$ cat config.mk
export PLATFORM = sky130hd
export DESIGN_NAME = extent_run_list_decoder
export DESIGN_NICKNAME = d
export VERILOG_FILES = /design/src/hdl/erld_pkg.sv /design/src/hdl/erld_core.sv /design/src/hdl/extent_run_list_decoder.sv
export SDC_FILE = /design/constraint.sdc
export NUM_CORES = 1
export LEC_CHECK = 0
export BUFFER_PORTS_ARGS = -buffer_cell sky130_fd_sc_hd__buf_2
export CAP_MARGIN = 20
export CORE_AREA = 2 2 229 231
export CTS_BUF_LIST = sky130_fd_sc_hd__clkbuf_16
export CTS_CLUSTER_SIZE = 24
export DETAILED_ROUTE_END_ITERATION = 10
export DIE_AREA = 0 0 231 233
export PLACE_DENSITY_LB_ADDON = 0.05
export SYNTH_ARGS = -nofsm -noshare
export SYNTH_HDL_FRONTEND = slang
export SYNTH_SLANG_ARGS = --single-unit
export TNS_END_PERCENT = 10
$ cat constraint.sdc
create_clock -name clk -period 15.55 [get_ports clk]
set_clock_uncertainty 0.1 [all_clocks]
set_input_delay 0.7775 -clock clk [delete_from_list [all_inputs] [get_ports clk]]
set_output_delay 0.7775 -clock clk [all_outputs]
set_load 0.01 [all_outputs]
$ cat src/hdl/erld_pkg.sv
package erld_pkg;

	// Field widths
	localparam int unsigned BYTE_W   = 8;
	localparam int unsigned SIZE_W   = 4;
	localparam int unsigned LIMIT_W  = 63;
	localparam int unsigned VALUE_W  = 64;

	// Legal range of a header size nibble
	localparam logic [SIZE_W-1:0] SIZE_MIN = 4'd1;
	localparam logic [SIZE_W-1:0] SIZE_MAX = 4'd8;

	// Bit of an offset byte that carries the sign
	localparam int unsigned SIGN_BIT = 7;

	// Result status codes
	localparam logic STATUS_OK       = 1'b0;
	localparam logic STATUS_BAD_SIZE = 1'b1;

	// One decoded run
	typedef struct packed {
		logic [VALUE_W-1:0]        run_length;
		logic signed [VALUE_W-1:0] run_offset;
		logic                      status;
		logic                      list_done;
	} run_result_t;

endpackage

$ cat src/hdl/erld_core.sv
module erld_core import erld_pkg::*; (
	input  logic               clk,
	input  logic               arst_n,
	input  logic               step,
	input  logic [BYTE_W-1:0]  data_byte,
	input  logic               list_start,
	input  logic [LIMIT_W-1:0] last_cluster_number,
	output logic               res_valid,
	output run_result_t        res
);

	typedef enum logic [1:0] {
		PH_HEADER = 2'd0,
		PH_LENGTH = 2'd1,
		PH_OFFSET = 2'd2
	} phase_t;

	phase_t              phase_q, phase_d, phase_eff;
	logic [SIZE_W-1:0]   length_size_q, length_size_d;
	logic [SIZE_W-1:0]   offset_size_q, offset_size_d;
	logic [SIZE_W-1:0]   byte_pos_q, byte_pos_d, pos_next;
	logic [VALUE_W-1:0]  length_acc_q, length_acc_d;
	logic [VALUE_W-1:0]  offset_acc_q, offset_acc_d;
	logic [VALUE_W-1:0]  cluster_sum_q, cluster_sum_d, sum_eff, sum_sat;
	logic                finished_q, finished_d, fin_eff;
	logic [SIZE_W-1:0]   ls, os;
	logic [VALUE_W-1:0]  byte_shift, off_merge, off_ext;
	logic [VALUE_W:0]    sum_wide;

	// Abandon any open list when a new one starts
	assign fin_eff   = finished_q & ~list_start;
	assign phase_eff = list_start ? PH_HEADER : phase_q;
	assign sum_eff   = list_start ? '0 : cluster_sum_q;

	// Place the byte at its little-endian position
	assign pos_next   = byte_pos_q + SIZE_W'(1);
	assign byte_shift = VALUE_W'(data_byte) << {byte_pos_q[2:0], 3'b000};
	assign off_merge  = offset_acc_q | byte_shift;

	// Sign-extend from bit 7 of the top offset byte
	always_comb begin
		off_ext = off_merge;
		if (data_byte[SIGN_BIT] && (offset_size_q < SIZE_MAX)) begin
			off_ext = off_merge | ({VALUE_W{1'b1}} << {offset_size_q[2:0], 3'b000});
		end
	end

	// Saturating running sum of run lengths
	assign sum_wide = {1'b0, sum_eff} + {1'b0, length_acc_q};
	assign sum_sat  = sum_wide[VALUE_W] ? {VALUE_W{1'b1}} : sum_wide[VALUE_W-1:0];

	assign ls = data_byte[SIZE_W-1:0];
	assign os = data_byte[BYTE_W-1:SIZE_W];

	// Next state and result for the byte in the input stage
	always_comb begin
		phase_d       = phase_eff;
		length_size_d = length_size_q;
		offset_size_d = offset_size_q;
		byte_pos_d    = byte_pos_q;
		length_acc_d  = length_acc_q;
		offset_acc_d  = offset_acc_q;
		cluster_sum_d = sum_eff;
		finished_d    = fin_eff;
		res_valid     = 1'b0;
		res           = '0;
		if (!fin_eff) begin
			case (phase_eff)
				PH_LENGTH: begin
					length_acc_d = length_acc_q | byte_shift;
					byte_pos_d   = pos_next;
					if (pos_next >= length_size_q) begin
						phase_d    = PH_OFFSET;
						byte_pos_d = '0;
					end
				end
				PH_OFFSET: begin
					offset_acc_d = off_merge;
					byte_pos_d   = pos_next;
					if (pos_next >= offset_size_q) begin
						offset_acc_d   = off_ext;
						cluster_sum_d  = sum_sat;
						phase_d        = PH_HEADER;
						byte_pos_d     = '0;
						res_valid      = 1'b1;
						res.run_length = length_acc_q;
						res.run_offset = off_ext;
						res.status     = STATUS_OK;
						if (sum_sat > {1'b0, last_cluster_number}) begin
							res.list_done = 1'b1;
							finished_d    = 1'b1;
						end
					end
				end
				default: begin
					// Header byte; the unused phase code lands here too
					if (!(ls inside {[SIZE_MIN:SIZE_MAX]}) || !(os inside {[SIZE_MIN:SIZE_MAX]})) begin
						res_valid     = 1'b1;
						res.status    = STATUS_BAD_SIZE;
						res.list_done = 1'b1;
						finished_d    = 1'b1;
						phase_d       = PH_HEADER;
					end else begin
						length_size_d = ls;
						offset_size_d = os;
						byte_pos_d    = '0;
						length_acc_d  = '0;
						offset_acc_d  = '0;
						phase_d       = PH_LENGTH;
					end
				end
			endcase
		end
	end

	// Hold decode state; advance only when the input stage moves on
	always_ff @(posedge clk or negedge arst_n) begin
		if (!arst_n) begin
			phase_q       <= PH_HEADER;
			length_size_q <= '0;
			offset_size_q <= '0;
			byte_pos_q    <= '0;
			length_acc_q  <= '0;
			offset_acc_q  <= '0;
			cluster_sum_q <= '0;
			finished_q    <= 1'b1;
		end else if (step) begin
			phase_q       <= phase_d;
			length_size_q <= length_size_d;
			offset_size_q <= offset_size_d;
			byte_pos_q    <= byte_pos_d;
			length_acc_q  <= length_acc_d;
			offset_acc_q  <= offset_acc_d;
			cluster_sum_q <= cluster_sum_d;
			finished_q    <= finished_d;
		end
	end

endmodule

$ cat src/hdl/extent_run_list_decoder.sv
// Extent run list decoder: one encoded byte per input transaction.
// A run result travels from its last offset byte through the input register, then the
// result register. Throughput: one byte per cycle while no result waits on a stalled
// output, set by the decode and sum-compare stage.
// Reset (arst_n low, asynchronous): pipeline empty, limit 0, decoder idle until list start.
module extent_run_list_decoder import erld_pkg::*; (
	input  logic                 clk,
	input  logic                 arst_n,
	// Configuration
	input  logic                 cfg_we,
	input  logic [LIMIT_W-1:0]   cfg_wdata,     // last_cluster_number
	// Byte stream in
	input  logic                 s_axis_tvalid,
	output logic                 s_axis_tready,
	input  logic [BYTE_W-1:0]    s_axis_tdata,  // [7:0] data_byte
	input  logic                 s_axis_tuser,  // list_start
	// Run results out
	output logic                 m_axis_tvalid,
	input  logic                 m_axis_tready,
	output logic [2*VALUE_W-1:0] m_axis_tdata,  // [63:0] run_length, [127:64] run_offset
	output logic                 m_axis_tuser,  // status
	output logic                 m_axis_tlast   // list_done
);

	logic [LIMIT_W-1:0] limit_q;
	logic               valid_s1;
	logic [BYTE_W-1:0]  byte_s1;
	logic               start_s1;
	logic               res_valid;
	run_result_t        res;
	logic               out_valid_q;
	run_result_t        out_res_q;
	logic               out_free;
	logic               advance;

	// Limit register
	always_ff @(posedge clk or negedge arst_n) begin
		if (!arst_n) begin
			limit_q <= '0;
		end else if (cfg_we) begin
			limit_q <= cfg_wdata;
		end
	end

	// Stage handshake: a byte leaves the input stage unless its result is blocked
	assign out_free      = !out_valid_q || m_axis_tready;
	assign advance       = valid_s1 && (!res_valid || out_free);
	assign s_axis_tready = !valid_s1 || advance;

	// Input register
	always_ff @(posedge clk or negedge arst_n) begin
		if (!arst_n) begin
			valid_s1 <= 1'b0;
		end else if (s_axis_tvalid && s_axis_tready) begin
			valid_s1 <= 1'b1;
		end else if (advance) begin
			valid_s1 <= 1'b0;
		end
	end

	always_ff @(posedge clk) begin
		if (s_axis_tvalid && s_axis_tready) begin
			byte_s1  <= s_axis_tdata;
			start_s1 <= s_axis_tuser;
		end
	end

	erld_core u_core (
		.clk                 (clk),
		.arst_n              (arst_n),
		.step                (advance),
		.data_byte           (byte_s1),
		.list_start          (start_s1),
		.last_cluster_number (limit_q),
		.res_valid           (res_valid),
		.res                 (res)
	);

	// Result register
	always_ff @(posedge clk or negedge arst_n) begin
		if (!arst_n) begin
			out_valid_q <= 1'b0;
		end else if (advance && res_valid) begin
			out_valid_q <= 1'b1;
		end else if (m_axis_tready) begin
			out_valid_q <= 1'b0;
		end
	end

	always_ff @(posedge clk) begin
		if (advance && res_valid) begin
			out_res_q <= res;
		end
	end

	assign m_axis_tvalid = out_valid_q;
	assign m_axis_tdata  = {out_res_q.run_offset, out_res_q.run_length};
	assign m_axis_tuser  = out_res_q.status;
	assign m_axis_tlast  = out_res_q.list_done;

	// An error result always ends the list and carries no run
	a_error_ends_list: assert property (@(posedge clk) disable iff (!arst_n)
		(m_axis_tvalid && (m_axis_tuser == STATUS_BAD_SIZE))
		|-> (m_axis_tlast && (m_axis_tdata == '0)))
		else $error("error result without list end or with payload");

	// A produced result reaches the output register on the next cycle
	a_result_lands: assert property (@(posedge clk) disable iff (!arst_n)
		(advance && res_valid) |=> m_axis_tvalid)
		else $error("decoded result lost");

	// A byte blocked in the input stage stays there unchanged
	a_stage_holds: assert property (@(posedge clk) disable iff (!arst_n)
		(valid_s1 && !advance) |=> (valid_s1 && $stable(byte_s1) && $stable(start_s1)))
		else $error("input stage overwritten while blocked");

	// A byte is only blocked when the result register is full and stalled
	a_block_cause: assert property (@(posedge clk) disable iff (!arst_n)
		(valid_s1 && !advance) |-> (out_valid_q && !m_axis_tready))
		else $error("input stage blocked without output stall");

endmodule

# Word-level counts from Yosys, hierarchy flattened
# Cells that the tools add are included.
[totals]
regBits = 411
out_inout_bits = 132
[classes]
addsub = 2
magnitude_cmp = 8
n_eq_ne = 5
shifts = 2
mux = 35
n_bitwise = 11
reduce_logical = 23
[op_table]
columns = ["op", "n"]
rows = [
  ["2-to-1 mux 64 bit", 8],
  ["one-hot mux 64 bit (2 select lines)", 2],
  ["OR 64 bit", 3],
  ["adder 64 x 64 -> 65 bit", 1],
  ["greater-than comparator 64 x 63 -> 1 bit", 1],
  ["<< shifter 64 x 6 -> 64 bit, first input constant", 1],
  ["<< shifter 8 x 6 -> 64 bit", 1],
  ["2-to-1 mux 1 bit", 12],
  ["2-to-1 mux 4 bit", 3],
  ["AND reduction 4 bit", 3],
  ["2-to-1 mux 2 bit", 5],
  [">= comparator 4 x 1 -> 1 bit, second input constant", 2],
  [">= comparator 4 bit", 2],
  ["<= comparator 4 bit, second input constant", 2],
  ["one-hot mux 2 bit (2 select lines)", 2],
  ["one-hot mux 4 bit (2 select lines)", 1],
  ["NOT 1 bit", 7],
  ["logical AND 1 bit", 6],
  ["logical NOT 1 bit", 5],
  ["adder 4 x 1 -> 4 bit, second input constant", 1],
  ["logical OR 1 bit", 4],
  ["< comparator 4 bit, second input constant", 1],
  ["inequality test 2 bit, second input constant", 2],
  ["one-hot mux 1 bit (2 select lines)", 2],
  ["8 further kinds", 9],
]

# Longest topological paths before layout
[depth]
ltp_word = 13
ltp_mapped = 28

# By module
# From an unflattened synthesis, not the netlist that was laid out.
[hier_totals]
hier_cells = 2318
area_unflattened_um2 = 22905.7
[modules_own_cells]
columns = ["mod", "n_inst", "cells_per_inst", "area_per_inst_um2", "seq_area_each_um2"]
rows = [
  ["erld_core", 1, 2036, 15990.3, 5181.2],
  ["extent_run_list_decoder", 1, 282, 6915.4, 5800.6],
]

# Least setup slack after synthesis
# No wires, ideal clock.
[synth_timing]
path_type = "register to register"
from = "register u_core.byte_pos_q[2]"
to = "register out_res_q, in the netlist m_axis_tdata[0] (enable)"
arrival_time_ps = 8106
required_ps = 14829
slack_ps = 6722
stages_incl_launch_ff = 13
path_buffers = 4
period_less_slack_ps = 8828
path_cell_list = "dfrtp_1 clkbuf_1 and2_1 clkbuf_1 clkbuf_1 nand2_1 xnor2_1 ha_1 a21oi_1 o31a_1 o211ai_1 clkbuf_1 nor2_1"
[synth_between]
elab_chain_len = 9
[synth_rtl]
columns = ["element", "line", "rtl"]
rows = [
  ["start, declared", "erld_core.sv:21", "logic [SIZE_W-1:0] byte_pos_q, byte_pos_d, pos_next;"],
  ["start signal, assigned", "erld_core.sv:131", "byte_pos_q <= byte_pos_d;"],
  ["adder 4 x 1 -> 4 bit (*)", "erld_core.sv:36", "assign pos_next = byte_pos_q + SIZE_W'(1);"],
  [">= comparator 4 bit (*)", "erld_core.sv:80", "if (pos_next >= offset_size_q) begin"],
  ["2-to-1 mux 1 bit (*)", "erld_core.sv:80", ""],
  ["one-hot mux 1 bit (2 select lines) (*)", "erld_core.sv:68", "case (phase_eff)"],
  ["2-to-1 mux 1 bit (*)", "erld_core.sv:67", "if (!fin_eff) begin"],
  ["logical NOT 1 bit", "extent_run_list_decoder.sv:47", "assign advance = valid_s1 && (!res_valid || out_free);"],
  ["logical OR 1 bit", "extent_run_list_decoder.sv:47", ""],
  ["logical AND 1 bit", "extent_run_list_decoder.sv:47", ""],
  ["logical AND 1 bit (*)", "extent_run_list_decoder.sv:91", "if (advance && res_valid) begin"],
  ["end signal, assigned", "extent_run_list_decoder.sv:92", "out_res_q <= res;"],
  ["end, declared", "extent_run_list_decoder.sv:32", "run_result_t out_res_q;"],
]
# Mark *: on every way between the ends. The rest lies on a longest branch, timed or not.
# A chain may end at the register's enable or synchronous reset.

# Worst setup path in the final report
[layout_timing]
from = "register start_s1"
to = "register out_res_q, in the netlist m_axis_tlast (data pin)"
[layout_between]
elab_chain_len = 7
[layout_rtl]
columns = ["element", "line", "rtl"]
rows = [
  ["start, declared", "extent_run_list_decoder.sv:28", "logic start_s1;"],
  ["start signal, assigned", "extent_run_list_decoder.sv:64", "start_s1 <= s_axis_tuser;"],
  ["2-to-1 mux 64 bit", "erld_core.sv:33", "assign sum_eff = list_start ? '0 : cluster_sum_q;"],
  ["adder 64 x 64 -> 65 bit", "erld_core.sv:49", "assign sum_wide = {1'b0, sum_eff} + {1'b0, length_acc_q};"],
  ["2-to-1 mux 64 bit", "erld_core.sv:50", "assign sum_sat = sum_wide[VALUE_W] ? {VALUE_W{1'b1}} : sum_wide[VALUE_W-1:0];"],
  ["greater-than comparator 64 x 63 -> 1 bit", "erld_core.sv:89", "if (sum_sat > {1'b0, last_cluster_number}) begin"],
  ["2-to-1 mux 1 bit", "erld_core.sv:89", ""],
  ["2-to-1 mux 1 bit", "erld_core.sv:80", ""],
  ["one-hot mux 2 bit (2 select lines)", "erld_core.sv:68", ""],
]
# Several ways; a longest one is shown, not always the timed one.

==> metrics.md <==
| Metric | Value |
|---|---|
| Status | `finished, final reports clean` |
| GRT busiest layer | `met2` |
| CTS H-Tree Depth | `2` |
| Tmin final | `7.21 ns` |
| Area grow syn2layout | `14.1%` |
| I/O Pins | `209` |
| DRC Markers | `0` |
| Final hold vios | `0` |
| Worst slew pin tran | `1.06 ns` |
| Crit path required time | `15.82 ns` |
| Worst setup margin | `8.34 ns` |
| Worst Path Arrival | `7.48 ns` |
| Overflow after GRT | `0` |
| LEAKAGE | `12.3 nW` |
| CTS tree | `done` |
| Filler Cells Inserted | `4894` |
| Via Count | `18100` |
| Initial core utilization | `43.8%` |
| Clock root buffer | `clkbuf_16` |
| Vias in the first global route | `17600` |
| GP Congestion | `0.908` |
| Floorplan row count | `83` |
| Global Route met2 Usage | `39.6%` |
| RSZ-0062 raised after global routing | `no` |
| Resize count post-CTS | `0` |
| Fin area | `25500 µm²` |
| Layout Nets | `2752` |
| Detail Placement HPWL | `48.1 mm` |
| Mapped Cells | `2386` |
| Post-Syn Area | `22400 µm²` |
| Synth top area share | `30.3%` |
| Fin util | `50.0%` |
| Crit share post-route | `46.4%` |
| First-pass DRT Iterations | `5` |
| Global-route usage over all layers | `25.1%` |
| Clock Sinks | `411` |
| Critical path class | `reg -> reg` |
| Crit path max fanout | `68` |
| Worst reg-to-reg path cell count | `25` |
| Post-Route WL | `67.4 mm` |
| Cell types occupying the most area after synthesis | `dfrtp_1 (30%), edfxtp_1 (19%), ha_1 (7.7%)` |
| Clock-pin slew on the worst setup and hold paths | `0.07 ns` |
| CP endpoint kind | `flop` |
| Final Setup Violations | `0` |
| Die area | `53800 µm²` |
| I/O Buffers | `208` |
| Antenna viol nets, final | `0` |
| Synth cell types | `73` |
| Die X | `231 µm` |
| Synth area leader | `dfrtp_1` |
| CTS Buffer Depth | `3` |
| Diodes inserted | `0` |
| Post-synth EDFFs | `139` |
| Initial antenna violation count | `1` |
| GRT met1 Usage | `36.8%` |
| Synthesized flop and latch total | `411` |
| Avg Cell Area, Syn | `9.38 µm²` |
| Worst Setup Start Kind | `flop` |
| Post-synthesis sequential area ratio | `49.1%` |
| Largest net degree at the start of global routing | `159` |
| Worst min-delay path class | `in -> async` |
| Routed wire length per instance | `20.7 µm` |
| Post-synth ARST share | `66.2%` |
| Setup TNS | `0 ns` |
| PwrDens | `117 nW/µm²` |
| Vias per cell | `5.56` |
| Worst-skew pair later-pin latency | `0.61 ns` |
| CTS Hold Bufs | `0` |
| Iter 0 DRT Violations | `1628` |
| Post-CTS Setup Bufs | `0` |
| CORE AREA | `51100 µm²` |
| Global-route wire length before repair | `105 mm` |
| VDD IR max | `75.2 µV` |
| Die H | `233 µm` |
| Number of max-cap violations | `0` |
| Place WS | `8.26 ns` |
| Met3 Use GR | `3.17%` |
| Achievable clock frequency | `139 MHz` |
| Fin. max-slew vios | `0` |
| Yosys synthesis warning count | `0` |
| Max-Slew Margin vs Limit | `29.4%` |
| Share of cells above drive strength 1 | `13.2%` |
| Num CTS Buffers | `47` |
| Syn_nets | `2602` |
| Top_reg_cell synth | `dfrtp_1` |
| Placed cell area | `24000 µm²` |
[final cells by class]
| type | count | area [µm²] | share of cell area [%] |
|---|---|---|---|
| tap | 680 | 851 | 3.33 |
| clock inverter | 40 | 320 | 1.25 |
| clock buffer | 48 | 1200 | 4.70 |
| multi-input combinational | 1730 | 10500 | 41.1 |
| inverter | 111 | 417 | 1.63 |
| timing repair buffer | 235 | 1270 | 4.96 |
| sequential | 411 | 11000 | 43.0 |
[cell usage after synthesis (53+ instances only)]
library cell    n
a21o_1         54
a21oi_1       251
a22o_1         53
and2_1         74
clkbuf_1      109
dfrtp_1       271
edfxtp_1      139
ha_1          138
inv_1         111
nand2_1       286
nor2_1        238
nor2b_1        80
o21ai_0       170
[final timing paths]
path,start,end,slack (ns)
worst max-delay path,start_s1,m_axis_tlast,8.34
worst min-delay path,arst_n,u_core.cluster_sum_q[20],0.14
worst max register to register,start_s1,m_axis_tlast,8.34
worst min register to register,u_core.cluster_sum_q[0],u_core.cluster_sum_q[0],0.38
max in group asynchronous,arst_n,u_core.length_acc_q[60],13.73
min in group clk,s_axis_tdata[0],byte_s1[0],0.26
[worst max-delay path: stages, from the launching register on]
cell	delay (ns)
edfxtp_1	0.34
buf_4	0.60
nor2b_1	0.11
ha_1	0.25
fa_1	0.41
a211oi_1	0.35
o21ai_0	0.18
nand2_1	0.16
o32ai_2	0.15
a211oi_2	0.40
a21oi_4	0.11
a21boi_2	0.24
o21a_2	0.64
o21ai_0	0.40
ha_1	0.40
o21ai_0	0.09
o21ai_0	0.10
a21o_1	0.17
a21o_1	0.17
a2111oi_0	0.49
buf_2	0.23
o221ai_1	0.10
o21ai_0	0.30
nand3b_1	0.15
mux2i_1	0.24
nor2_1	0.06
[logic make-up (layout without fill, tap and decap cells)]
family / after synthesis / count (layout) / share of synthesized area, %
and+or+nand+nor: 837 / 837 / 17.3
AOI/OAI and AO/OA: 692 / 692 / 19.0
buffers and inverters: 245 / 434 / 4.31
xor gates and xnor gates: 54 / 54 / 2.11
muxes: 8 / 8 / 0.380
adders and majority gates: 139 / 139 / 7.80
DFF: 411 / 411 / 49.1
[metal layers]
layer	vias to the layer above	wire (µm)
met4	0	1280
met5	-	0
met3	76	3020
li1	8694	-
met1	8837	32400
met2	487	30600
[flip-flops by register name, indices dropped and copies added, names as in the netlist, 2 cells and up]
signal,flops
u_core.length_size_q,4
m_axis_tdata,128
u_core.offset_size_q,4
u_core.length_acc_q,64
byte_s1,8
u_core.byte_pos_q,4
limit_q,63
u_core.phase_q,2
u_core.offset_acc_q,64
u_core.cluster_sum_q,64
[cell usage in the layout (no fill, tap or decap), types with 9 or more instances in the layout]
| master | n |
|---|---|
| nand2_1 | 285 |
| dfrtp_1 | 271 |
| a21oi_1 | 251 |
| nor2_1 | 236 |
| buf_2 | 207 |
| o21ai_0 | 170 |
| edfxtp_1 | 139 |
| ha_1 | 138 |
| inv_1 | 122 |
| nor2b_1 | 77 |
| and2_1 | 74 |
| a21o_1 | 54 |
| a22o_1 | 53 |
| clkbuf_16 | 48 |
| a31oi_1 | 42 |
| nor3_1 | 39 |
| xnor2_1 | 31 |
| nand4_1 | 29 |
| buf_4 | 26 |
| xor2_1 | 23 |
| nand3_1 | 21 |
| nand2b_1 | 21 |
| a211oi_1 | 16 |
| o21bai_1 | 13 |
| and3_1 | 12 |
| o31a_1 | 11 |
| clkinv_1 | 11 |
| o21a_1 | 9 |
| o211ai_1 | 9 |
[metrics by stage]
step           total power (W)  hold slack (ns)  std cells
6_report               0.00299            0.144       3255
4_1_cts                0.00302            0.182       3255
3_5_place_dp           0.00190            0.373       3167
3_3_place_gp           0.00189            0.363       3166
2_1_floorplan          0.00170            0.342       2386
5_1_grt                0.00314            0.240       3255
[report_power, final]
| group | total, W | leakage (nW) | switching [W] | internal, W |
|---|---|---|---|---|
| Clock | 0.00110 | 0.785 | 0.000474 | 0.000630 |
| Combinational | 0.000520 | 6.50 | 0.000351 | 0.000168 |
| Sequential | 0.00136 | 4.97 | 0.0000789 | 0.00129 |
(Power assumes the default switching activity.)
